**config.mk**
```make
export PLATFORM = sky130hd
export DESIGN_NAME = optical_read_delay_model_core
export DESIGN_NICKNAME = d
export VERILOG_FILES = /design/src/rtl/core/ordm_pkg.sv /design/src/rtl/core/optical_read_delay_model_core.sv /design/src/rtl/core/ordm_div.sv
export SDC_FILE = /design/constraint.sdc
export NUM_CORES = 2
export LEC_CHECK = 0
export CAP_MARGIN = 30
export CORE_ASPECT_RATIO = 1.75
export CORE_MARGIN = 5
export CORE_UTILIZATION = 30
export DETAILED_ROUTE_END_ITERATION = 8
export DONT_BUFFER_PORTS = 1
export GPL_ROUTABILITY_DRIVEN = 1
export PLACE_DENSITY = 0.43
export SYNTH_ARGS = -nofsm -noshare
export SYNTH_HDL_FRONTEND = slang
export SYNTH_SLANG_ARGS = --single-unit
```
**constraint.sdc**
```tcl
create_clock -name i_clk -period 6.55 [get_ports i_clk]
set_clock_uncertainty 0.15 [all_clocks]
set_input_delay 1.6375 -clock i_clk [delete_from_list [all_inputs] [get_ports i_clk]]
set_output_delay 1.6375 -clock i_clk [all_outputs]
set_load 0.02 [all_outputs]
```
**src/rtl/core/ordm_pkg.sv**
```systemverilog
// Shared types, constants and the sequencer program for the optical read delay core.
// No dependencies; imported by ordm_div and optical_read_delay_model_core.
`default_nettype none

package ordm_pkg;

    // Speed curve constants: time per sector = K1 / (K2 + sector)
    localparam logic [31:0] CD_K1           = 32'd317142857;
    localparam logic [31:0] CD_K2           = 32'd237857;
    localparam logic [31:0] CD_FLOOR        = 32'd644;
    localparam logic [31:0] DL_K1           = 32'd1323784126;
    localparam logic [31:0] DL_K2           = 32'd1489257;
    localparam logic [31:0] SL_K1           = 32'd1459362539;
    localparam logic [31:0] SL_K2           = 32'd1641782;
    localparam logic [31:0] CLOCKS_PER_USEC = 32'd37;

    localparam int unsigned DIV_STEPS = 32;
    localparam int unsigned CNT_W     = $clog2(DIV_STEPS);
    localparam int unsigned STEP_W    = 4;

    // Register map (word index)
    localparam logic REG_MEDIA_IS_CD        = 1'b0;
    localparam logic REG_SECOND_LAYER_START = 1'b1;

    typedef logic [STEP_W-1:0] t_step;

    // Program addresses
    localparam t_step STEP_IDLE   = 4'd0;
    localparam t_step STEP_EFF    = 4'd1;
    localparam t_step STEP_LOAD   = 4'd2;
    localparam t_step STEP_DIV    = 4'd3;
    localparam t_step STEP_FLOOR  = 4'd4;
    localparam t_step STEP_MUL1   = 4'd5;
    localparam t_step STEP_MUL2   = 4'd6;
    localparam t_step STEP_AHEAD  = 4'd7;
    localparam t_step STEP_SUB    = 4'd8;
    localparam t_step STEP_WAIT   = 4'd9;
    localparam t_step STEP_DONE   = 4'd10;

    typedef enum logic [3:0] {
        OP_NOP,
        OP_EFF,
        OP_LOAD,
        OP_DIV,
        OP_FLOOR,
        OP_MUL1,
        OP_MUL2,
        OP_AHEAD,
        OP_SUB,
        OP_DONE
    } t_op;

    typedef enum logic [2:0] {
        J_NONE,
        J_ALWAYS,
        J_NO_IN,
        J_DIV_MORE,
        J_OUT_BUSY
    } t_jmp;

    typedef struct packed {
        t_op   op;
        t_jmp  jmp;
        t_step target;
    } t_uword;

    typedef struct packed {
        logic load;
        logic step;
    } t_div_ctl;

    // Control store: a taken jump goes to target, otherwise fall through
    function automatic t_uword f_urom(input t_step step);
        t_uword w;
        w = '{op: OP_NOP, jmp: J_ALWAYS, target: STEP_IDLE};
        case (step)
            STEP_IDLE:  w = '{op: OP_NOP,   jmp: J_NO_IN,    target: STEP_IDLE};
            STEP_EFF:   w = '{op: OP_EFF,   jmp: J_NONE,     target: STEP_IDLE};
            STEP_LOAD:  w = '{op: OP_LOAD,  jmp: J_NONE,     target: STEP_IDLE};
            STEP_DIV:   w = '{op: OP_DIV,   jmp: J_DIV_MORE, target: STEP_DIV};
            STEP_FLOOR: w = '{op: OP_FLOOR, jmp: J_NONE,     target: STEP_IDLE};
            STEP_MUL1:  w = '{op: OP_MUL1,  jmp: J_NONE,     target: STEP_IDLE};
            STEP_MUL2:  w = '{op: OP_MUL2,  jmp: J_NONE,     target: STEP_IDLE};
            STEP_AHEAD: w = '{op: OP_AHEAD, jmp: J_NONE,     target: STEP_IDLE};
            STEP_SUB:   w = '{op: OP_SUB,   jmp: J_NONE,     target: STEP_IDLE};
            STEP_WAIT:  w = '{op: OP_NOP,   jmp: J_OUT_BUSY, target: STEP_WAIT};
            STEP_DONE:  w = '{op: OP_DONE,  jmp: J_ALWAYS,   target: STEP_IDLE};
            default:    w = '{op: OP_NOP,   jmp: J_ALWAYS,   target: STEP_IDLE};
        endcase
        return w;
    endfunction

endpackage

`default_nettype wire

```
**src/rtl/core/optical_read_delay_model_core.sv**
```systemverilog
// Read delay model for a constant-angular-velocity optical disc: top level.
// Depends on ordm_pkg and ordm_div.
//
// Usage:
//   Input channel (i_in_valid / o_in_ready) takes one word per read request:
//   start sector, sector count and the current 64-bit clock. Output channel
//   (o_out_valid / i_out_ready) returns one word per request: the delay in
//   clock ticks, modulo 2^32. Configuration (media type, second layer start)
//   goes through the APB-style port and is to be written only while idle;
//   the block itself does not enforce this. A small microprogram drives the
//   datapath. Each request runs from acceptance through 2 set-up steps, the
//   bit-serial divider that produces the time per sector, then 7 steps of
//   floor, multiply, compare, wait for the output register and update.
//   A new request is taken only once the sequencer is back at its idle step.
//   If the receiver stalls, the finished result is held in the output
//   register; the next request may still be computed, and it waits at its
//   wait step, before its final step, until that register is free.
//   Reset (synchronous, active low) clears the configuration registers, the
//   expected next sector, the last read end clock and the output valid flag,
//   and returns the sequencer to idle.
`default_nettype none

module optical_read_delay_model_core
    import ordm_pkg::*;
#(
    parameter int unsigned READ_AHEAD_SECTORS = 16
) (
    input  wire logic        i_clk,
    input  wire logic        i_rst_n,
    // request channel
    input  wire logic        i_in_valid,
    output logic             o_in_ready,
    input  wire logic [31:0] i_start_sector,
    input  wire logic [15:0] i_sector_count,
    input  wire logic [63:0] i_now_clock,
    // result channel
    output logic             o_out_valid,
    input  wire logic        i_out_ready,
    output logic [31:0]      o_delay_clocks,
    // configuration
    input  wire logic        psel,
    input  wire logic        penable,
    input  wire logic        pwrite,
    input  wire logic [2:0]  paddr,
    input  wire logic [31:0] pwdata,
    output logic [31:0]      prdata,
    output logic             pready
);

    localparam logic [31:0] RA_MULT = 32'(READ_AHEAD_SECTORS);

    // configuration and persistent state
    logic        r_media_cd;
    logic [31:0] r_layer_start;
    logic [63:0] r_read_end;
    logic [31:0] r_expected;

    // sequencer
    t_step       r_step;
    t_step       n_step;
    t_uword      w_uw;
    logic        w_jump;
    logic        w_in_acc;
    logic        w_out_free;

    // datapath
    logic [31:0] r_sector;
    logic [15:0] r_count;
    logic [63:0] r_now;
    logic [31:0] r_eff;
    logic [31:0] r_k1;
    logic [31:0] r_k2;
    logic [31:0] r_per;
    logic [31:0] r_prod;
    logic [31:0] r_pc37;
    logic [31:0] r_delay;
    logic [31:0] r_cap;
    logic [31:0] r_ahead;
    logic        r_seq;
    logic        r_out_valid;
    logic [31:0] r_out_data;

    logic [63:0] w_base;
    logic [31:0] w_elapsed;
    t_div_ctl    w_div_ctl;
    logic [31:0] w_quo;
    logic        w_div_last;

    assign pready = 1'b1;
    assign prdata = (paddr[2] == REG_SECOND_LAYER_START) ? r_layer_start
                                                         : {31'b0, r_media_cd};

    always_ff @(posedge i_clk) begin
        if (!i_rst_n) begin
            r_media_cd    <= 1'b0;
            r_layer_start <= '0;
        end else if (psel && penable && pwrite) begin
            case (paddr[2])
                REG_MEDIA_IS_CD:        r_media_cd    <= pwdata[0];
                REG_SECOND_LAYER_START: r_layer_start <= pwdata;
                default:                r_media_cd    <= r_media_cd;
            endcase
        end
    end

    // ---------------------------------------------------------------- sequencer
    assign w_uw       = f_urom(r_step);
    assign o_in_ready = r_step == STEP_IDLE;
    assign w_in_acc   = i_in_valid && o_in_ready;
    assign w_out_free = !r_out_valid || i_out_ready;

    always_comb begin
        case (w_uw.jmp)
            J_NONE:     w_jump = 1'b0;
            J_ALWAYS:   w_jump = 1'b1;
            J_NO_IN:    w_jump = !w_in_acc;
            J_DIV_MORE: w_jump = !w_div_last;
            J_OUT_BUSY: w_jump = !w_out_free;
            default:    w_jump = 1'b1;
        endcase
        n_step = w_jump ? w_uw.target : r_step + 1'b1;
    end

    always_ff @(posedge i_clk) begin
        if (!i_rst_n) begin
            r_step <= STEP_IDLE;
        end else begin
            r_step <= n_step;
        end
    end

    // ---------------------------------------------------------------- divider
    assign w_div_ctl.load = w_uw.op == OP_LOAD;
    assign w_div_ctl.step = w_uw.op == OP_DIV;

    ordm_div u_div (
        .i_clk   (i_clk),
        .i_rst_n (i_rst_n),
        .i_ctl   (w_div_ctl),
        .i_num   (r_k1),
        .i_den   (r_eff + r_k2),
        .o_quo   (w_quo),
        .o_last  (w_div_last)
    );

    // ---------------------------------------------------------------- datapath
    // A zero last end clock counts as "now", so the first read gets no credit
    assign w_base    = (r_read_end == 64'd0) ? r_now : r_read_end;
    assign w_elapsed = r_now[31:0] - w_base[31:0];

    always_ff @(posedge i_clk) begin
        if (w_in_acc) begin
            r_sector <= i_start_sector;
            r_count  <= i_sector_count;
            r_now    <= i_now_clock;
        end
        case (w_uw.op)
            OP_EFF: begin
                if (r_media_cd) begin
                    r_eff <= r_sector;
                    r_k1  <= CD_K1;
                    r_k2  <= CD_K2;
                end else if (r_layer_start != 32'd0) begin
                    // rebase sectors on the second layer
                    r_eff <= (r_sector >= r_layer_start) ? r_sector - r_layer_start
                                                         : r_sector;
                    r_k1  <= DL_K1;
                    r_k2  <= DL_K2;
                end else begin
                    r_eff <= r_sector;
                    r_k1  <= SL_K1;
                    r_k2  <= SL_K2;
                end
            end
            OP_FLOOR: begin
                r_per <= (r_media_cd && w_quo < CD_FLOOR) ? CD_FLOOR : w_quo;
            end
            OP_MUL1: begin
                r_prod <= r_per * 32'(r_count);
                r_pc37 <= r_per * CLOCKS_PER_USEC;
            end
            OP_MUL2: begin
                r_delay <= r_prod * CLOCKS_PER_USEC;
                r_cap   <= r_pc37 * RA_MULT;
            end
            OP_AHEAD: begin
                r_ahead <= (w_elapsed > r_cap) ? r_cap : w_elapsed;
                r_seq   <= r_sector == r_expected;
            end
            OP_SUB: begin
                // floor at zero
                if (r_seq) begin
                    r_delay <= (r_delay < r_ahead) ? 32'd0 : r_delay - r_ahead;
                end
            end
            default: begin
                r_per <= r_per;
            end
        endcase
    end

    always_ff @(posedge i_clk) begin
        if (!i_rst_n) begin
            r_read_end  <= '0;
            r_expected  <= '0;
            r_out_valid <= 1'b0;
        end else begin
            if (r_out_valid && i_out_ready) begin
                r_out_valid <= 1'b0;
            end
            if (w_uw.op == OP_DONE) begin
                r_out_valid <= 1'b1;
                r_expected  <= r_sector + 32'(r_count);
                r_read_end  <= r_now + 64'(r_delay);
            end
        end
    end

    always_ff @(posedge i_clk) begin
        if (w_uw.op == OP_DONE) begin
            r_out_data <= r_delay;
        end
    end

    assign o_out_valid    = r_out_valid;
    assign o_delay_clocks = r_out_data;

    // ---------------------------------------------------------------- checks
    a_rise_after_done : assert property (@(posedge i_clk) disable iff (!i_rst_n)
        $rose(r_out_valid) |-> $past(w_uw.op == OP_DONE))
        else $error("result word appeared without a completion step");

    a_accept_starts : assert property (@(posedge i_clk) disable iff (!i_rst_n)
        w_in_acc |=> r_step == STEP_EFF)
        else $error("accepted request did not start the program");

    a_floor_after_div : assert property (@(posedge i_clk) disable iff (!i_rst_n)
        (r_step == STEP_FLOOR) |-> $past(w_div_last) && $past(r_step == STEP_DIV))
        else $error("divider left before its last iteration");

    a_done_only_free : assert property (@(posedge i_clk) disable iff (!i_rst_n)
        (w_uw.op == OP_DONE) |-> w_out_free)
        else $error("result overwrote a word still waiting");

endmodule

`default_nettype wire

```
**src/rtl/core/ordm_div.sv**
```systemverilog
// Restoring 32-bit divider, one quotient bit per cycle, driven by the sequencer.
// Depends on ordm_pkg for the control struct and step count.
`default_nettype none

module ordm_div
    import ordm_pkg::*;
(
    input  wire logic        i_clk,
    input  wire logic        i_rst_n,
    input  wire t_div_ctl    i_ctl,
    input  wire logic [31:0] i_num,
    input  wire logic [31:0] i_den,
    output logic [31:0]      o_quo,
    output logic             o_last
);

    logic [31:0]      r_quo;
    logic [31:0]      r_rem;
    logic [31:0]      r_den;
    logic [CNT_W-1:0] r_cnt;
    logic [32:0]      w_trial;
    logic             w_fit;

    // A zero divisor always fits, which yields all ones
    assign w_trial = {r_rem, r_quo[31]};
    assign w_fit   = w_trial >= {1'b0, r_den};

    always_ff @(posedge i_clk) begin
        if (!i_rst_n) begin
            r_cnt <= '0;
        end else if (i_ctl.load) begin
            r_cnt <= '0;
        end else if (i_ctl.step) begin
            r_cnt <= r_cnt + 1'b1;
        end
    end

    always_ff @(posedge i_clk) begin
        if (i_ctl.load) begin
            r_quo <= i_num;
            r_rem <= '0;
            r_den <= i_den;
        end else if (i_ctl.step) begin
            r_quo <= {r_quo[30:0], w_fit};
            r_rem <= w_fit ? 32'(w_trial - {1'b0, r_den}) : w_trial[31:0];
        end
    end

    assign o_quo  = r_quo;
    assign o_last = r_cnt == CNT_W'(DIV_STEPS - 1);

endmodule

`default_nettype wire

```
==> metrics.yaml <==
crit_top_cell: "fa_1"
clkSlewWorstSetupHoldPaths_ns: 0.06
ctsHtreeMaxLevel: 3
drt_iter0_markers: 1580
relSlewSlack_pct: 32.3
endpoint_kind: "flip-flop"
rsz0062_at_grt: "yes"
nNetsFinal: 6388
rows: 197
drtPass1Iterations: 5
grt_use_total_pct: 17.3
grt_pass1_vias: 39017
yosysSeqAreaShare_pct: 33.5
cpMaxStageDelayCell: "fa_1"
io_pins: 221
syn_to_final_growth_pct: 16.2
cts_tree: "done"
drc: 0
cts.sinks: 611
port_buffers: 0
hold_path.class: "reg2reg"
maxSlewViolCount: 0
antenna_found_initial: 16
syn_area_per_cell_um2: 9.56
max_stage_delay_ns: 0.57
final_layout_size_suffix_gt1_share_pct: 11.0
die_y_um: 547
die-area_um2: 173000
core_region_area_um2: 164000
start_util_pct: 30.1
grt_max_degree: 124
post-place-ws_ns: -0.762
critPathTopFamily: "adder cells"
tns_ns: -0.0841
critPathArrivalTime_ns: 6.85
hold_viol: 0
cts_hold_buf: 0
syn_inst: 5165
wire_per_inst_um: 19.8
drv_cap: 0
critical_path_peak_fanout: 7
layout_common_cells: "785 x inv_1, 652 x nand2_1, 443 x ha_1"
setup_viol: 1
final_util_pct: 34.9
ant_nets: 0
setup_ws_ns: -0.0841
status: "finished with violations"
synthDistinctLibCells: 90
reg_top3: "r_now x64, r_read_end x64"
dp_hpwl_um: 121000
violations: "negative setup slack"
syn_area_um2: 49400
root_buffer: "clkbuf_16"
synth-warning-count: 0
holdWs_ns: 0.266
crit_chain: "buf_12 -> buf_8 -> and2_4 -> fa_1 -> inv_1 -> fa_1 -> fa_1 -> fa_1 -> inv_1 -> fa_1 -> fa_1 -> ha_4 -> a21o_1 -> a21oi_2 -> o2bb2ai_2 -> a41o_1 -> o41ai_4 -> nor2_2 -> or4_4 -> a41o_1 -> a21oi_2 -> xnor2_1"
required_ns: 6.77
vias_per_cell: 4.76
place.gp.congestion: 0.838
worstSetupStartpointType: "flip-flop"
fp.dieW_um: 317
async_reset_ff_share_pct: 0
cts_inserted_buffers: 70
cp_num_buf_inv: 4
vias: 36566
tightest_slew_ns: 1.02
finalCritPeriodShare_pct: 101
worstSkewPairLatency_ns: 0.65
synth_ff_type: "edfxtp_1"
grt_pass1_wl_um: 232000
overflow: 0
synth_fp_nets: 6127
crit_type: "reg2reg"
ys_ff_latch: 611
period_needed_ns: 6.63
final_common_cell: "inv_1"
cts_buffer_depth: 3
max_freq_mhz: 151
synth-edff-count: 431
totalWireLength_um: 152000
## synthesized netlist by cell type (50+ instances only)
master    count  area share (%)
inv_1       787             6.0
nand2_1     655             5.0
ha_1        449              11
edfxtp_1    431              26
fa_1        359              15
a21oi_1     348             3.5
o21ai_0     234             2.4
xnor2_1     224             4.0
nor2_1      190             1.4
dfxtp_1     180             7.3
clkbuf_1    158             1.2
and2_1      141             1.8
xor2_1      124             2.2
a21o_1      120             1.8
nand3_1      56            0.57
o21a_1       53            0.81
nand2b_1     50            0.63
## final timing paths
path	start	endpoint	slack, ns	cells past startpoint
setup / recovery	r_count[4]	r_prod[31]	-0.08	22
setup reg to reg	r_count[4]	r_prod[31]	-0.08	22
hold / removal	r_pc37[8]	r_cap[12]	0.27	0
hold reg to reg	r_pc37[8]	r_cap[12]	0.27	0
## layout make-up
cell class	instances	area (µm²)
antenna	4	10.0
clock buffer	91	1880
clock inverter	37	382
fill	16991	107000
inverter	789	2970
multi-input combinational	3593	29700
sequential	611	16500
tap	2189	2740
timing repair buffer	361	3180
## metrics by stage
stage | cell area [µm²] | std cells
2_1_floorplan | 49400 | 5165
3_3_place_gp | 54000 | 7492
3_5_place_dp | 54100 | 7495
4_1_cts | 57000 | 7662
5_1_grt | 57400 | 7672
6_report | 57400 | 7675
## per-layer routing
metal	wire length (µm)	up-vias	GRT usage (%)
li1	-	17849	-
met2	82000	513	33.6
met4	5140	14	5.45
met3	4400	209	1.83
met1	60200	17981	19.6
met5	96	-	0
## cell families after synthesis
family          synth area share (%)
compound gates                  12.7
xor+xnor                        6.17
fa+ha+maj                       25.9
buf+inv                         7.41
flops                           33.5
mux                             1.27
other cells                  0.00760
simple gates                    13.0
## what timing repair did
| action | CTS | global route |
|---|---|---|
| cloned | 5 | 0 |
| pin swaps | 49 | 40 |
| resized for setup | 71 | 49 |
| buffers inserted | 34 | 13 |
| setup endpoints to repair | 35 | 36 |
Power is left out: the tool's default activity adds up to more than one toggle a clock period on the data nets, which glitch-free logic cannot reach.
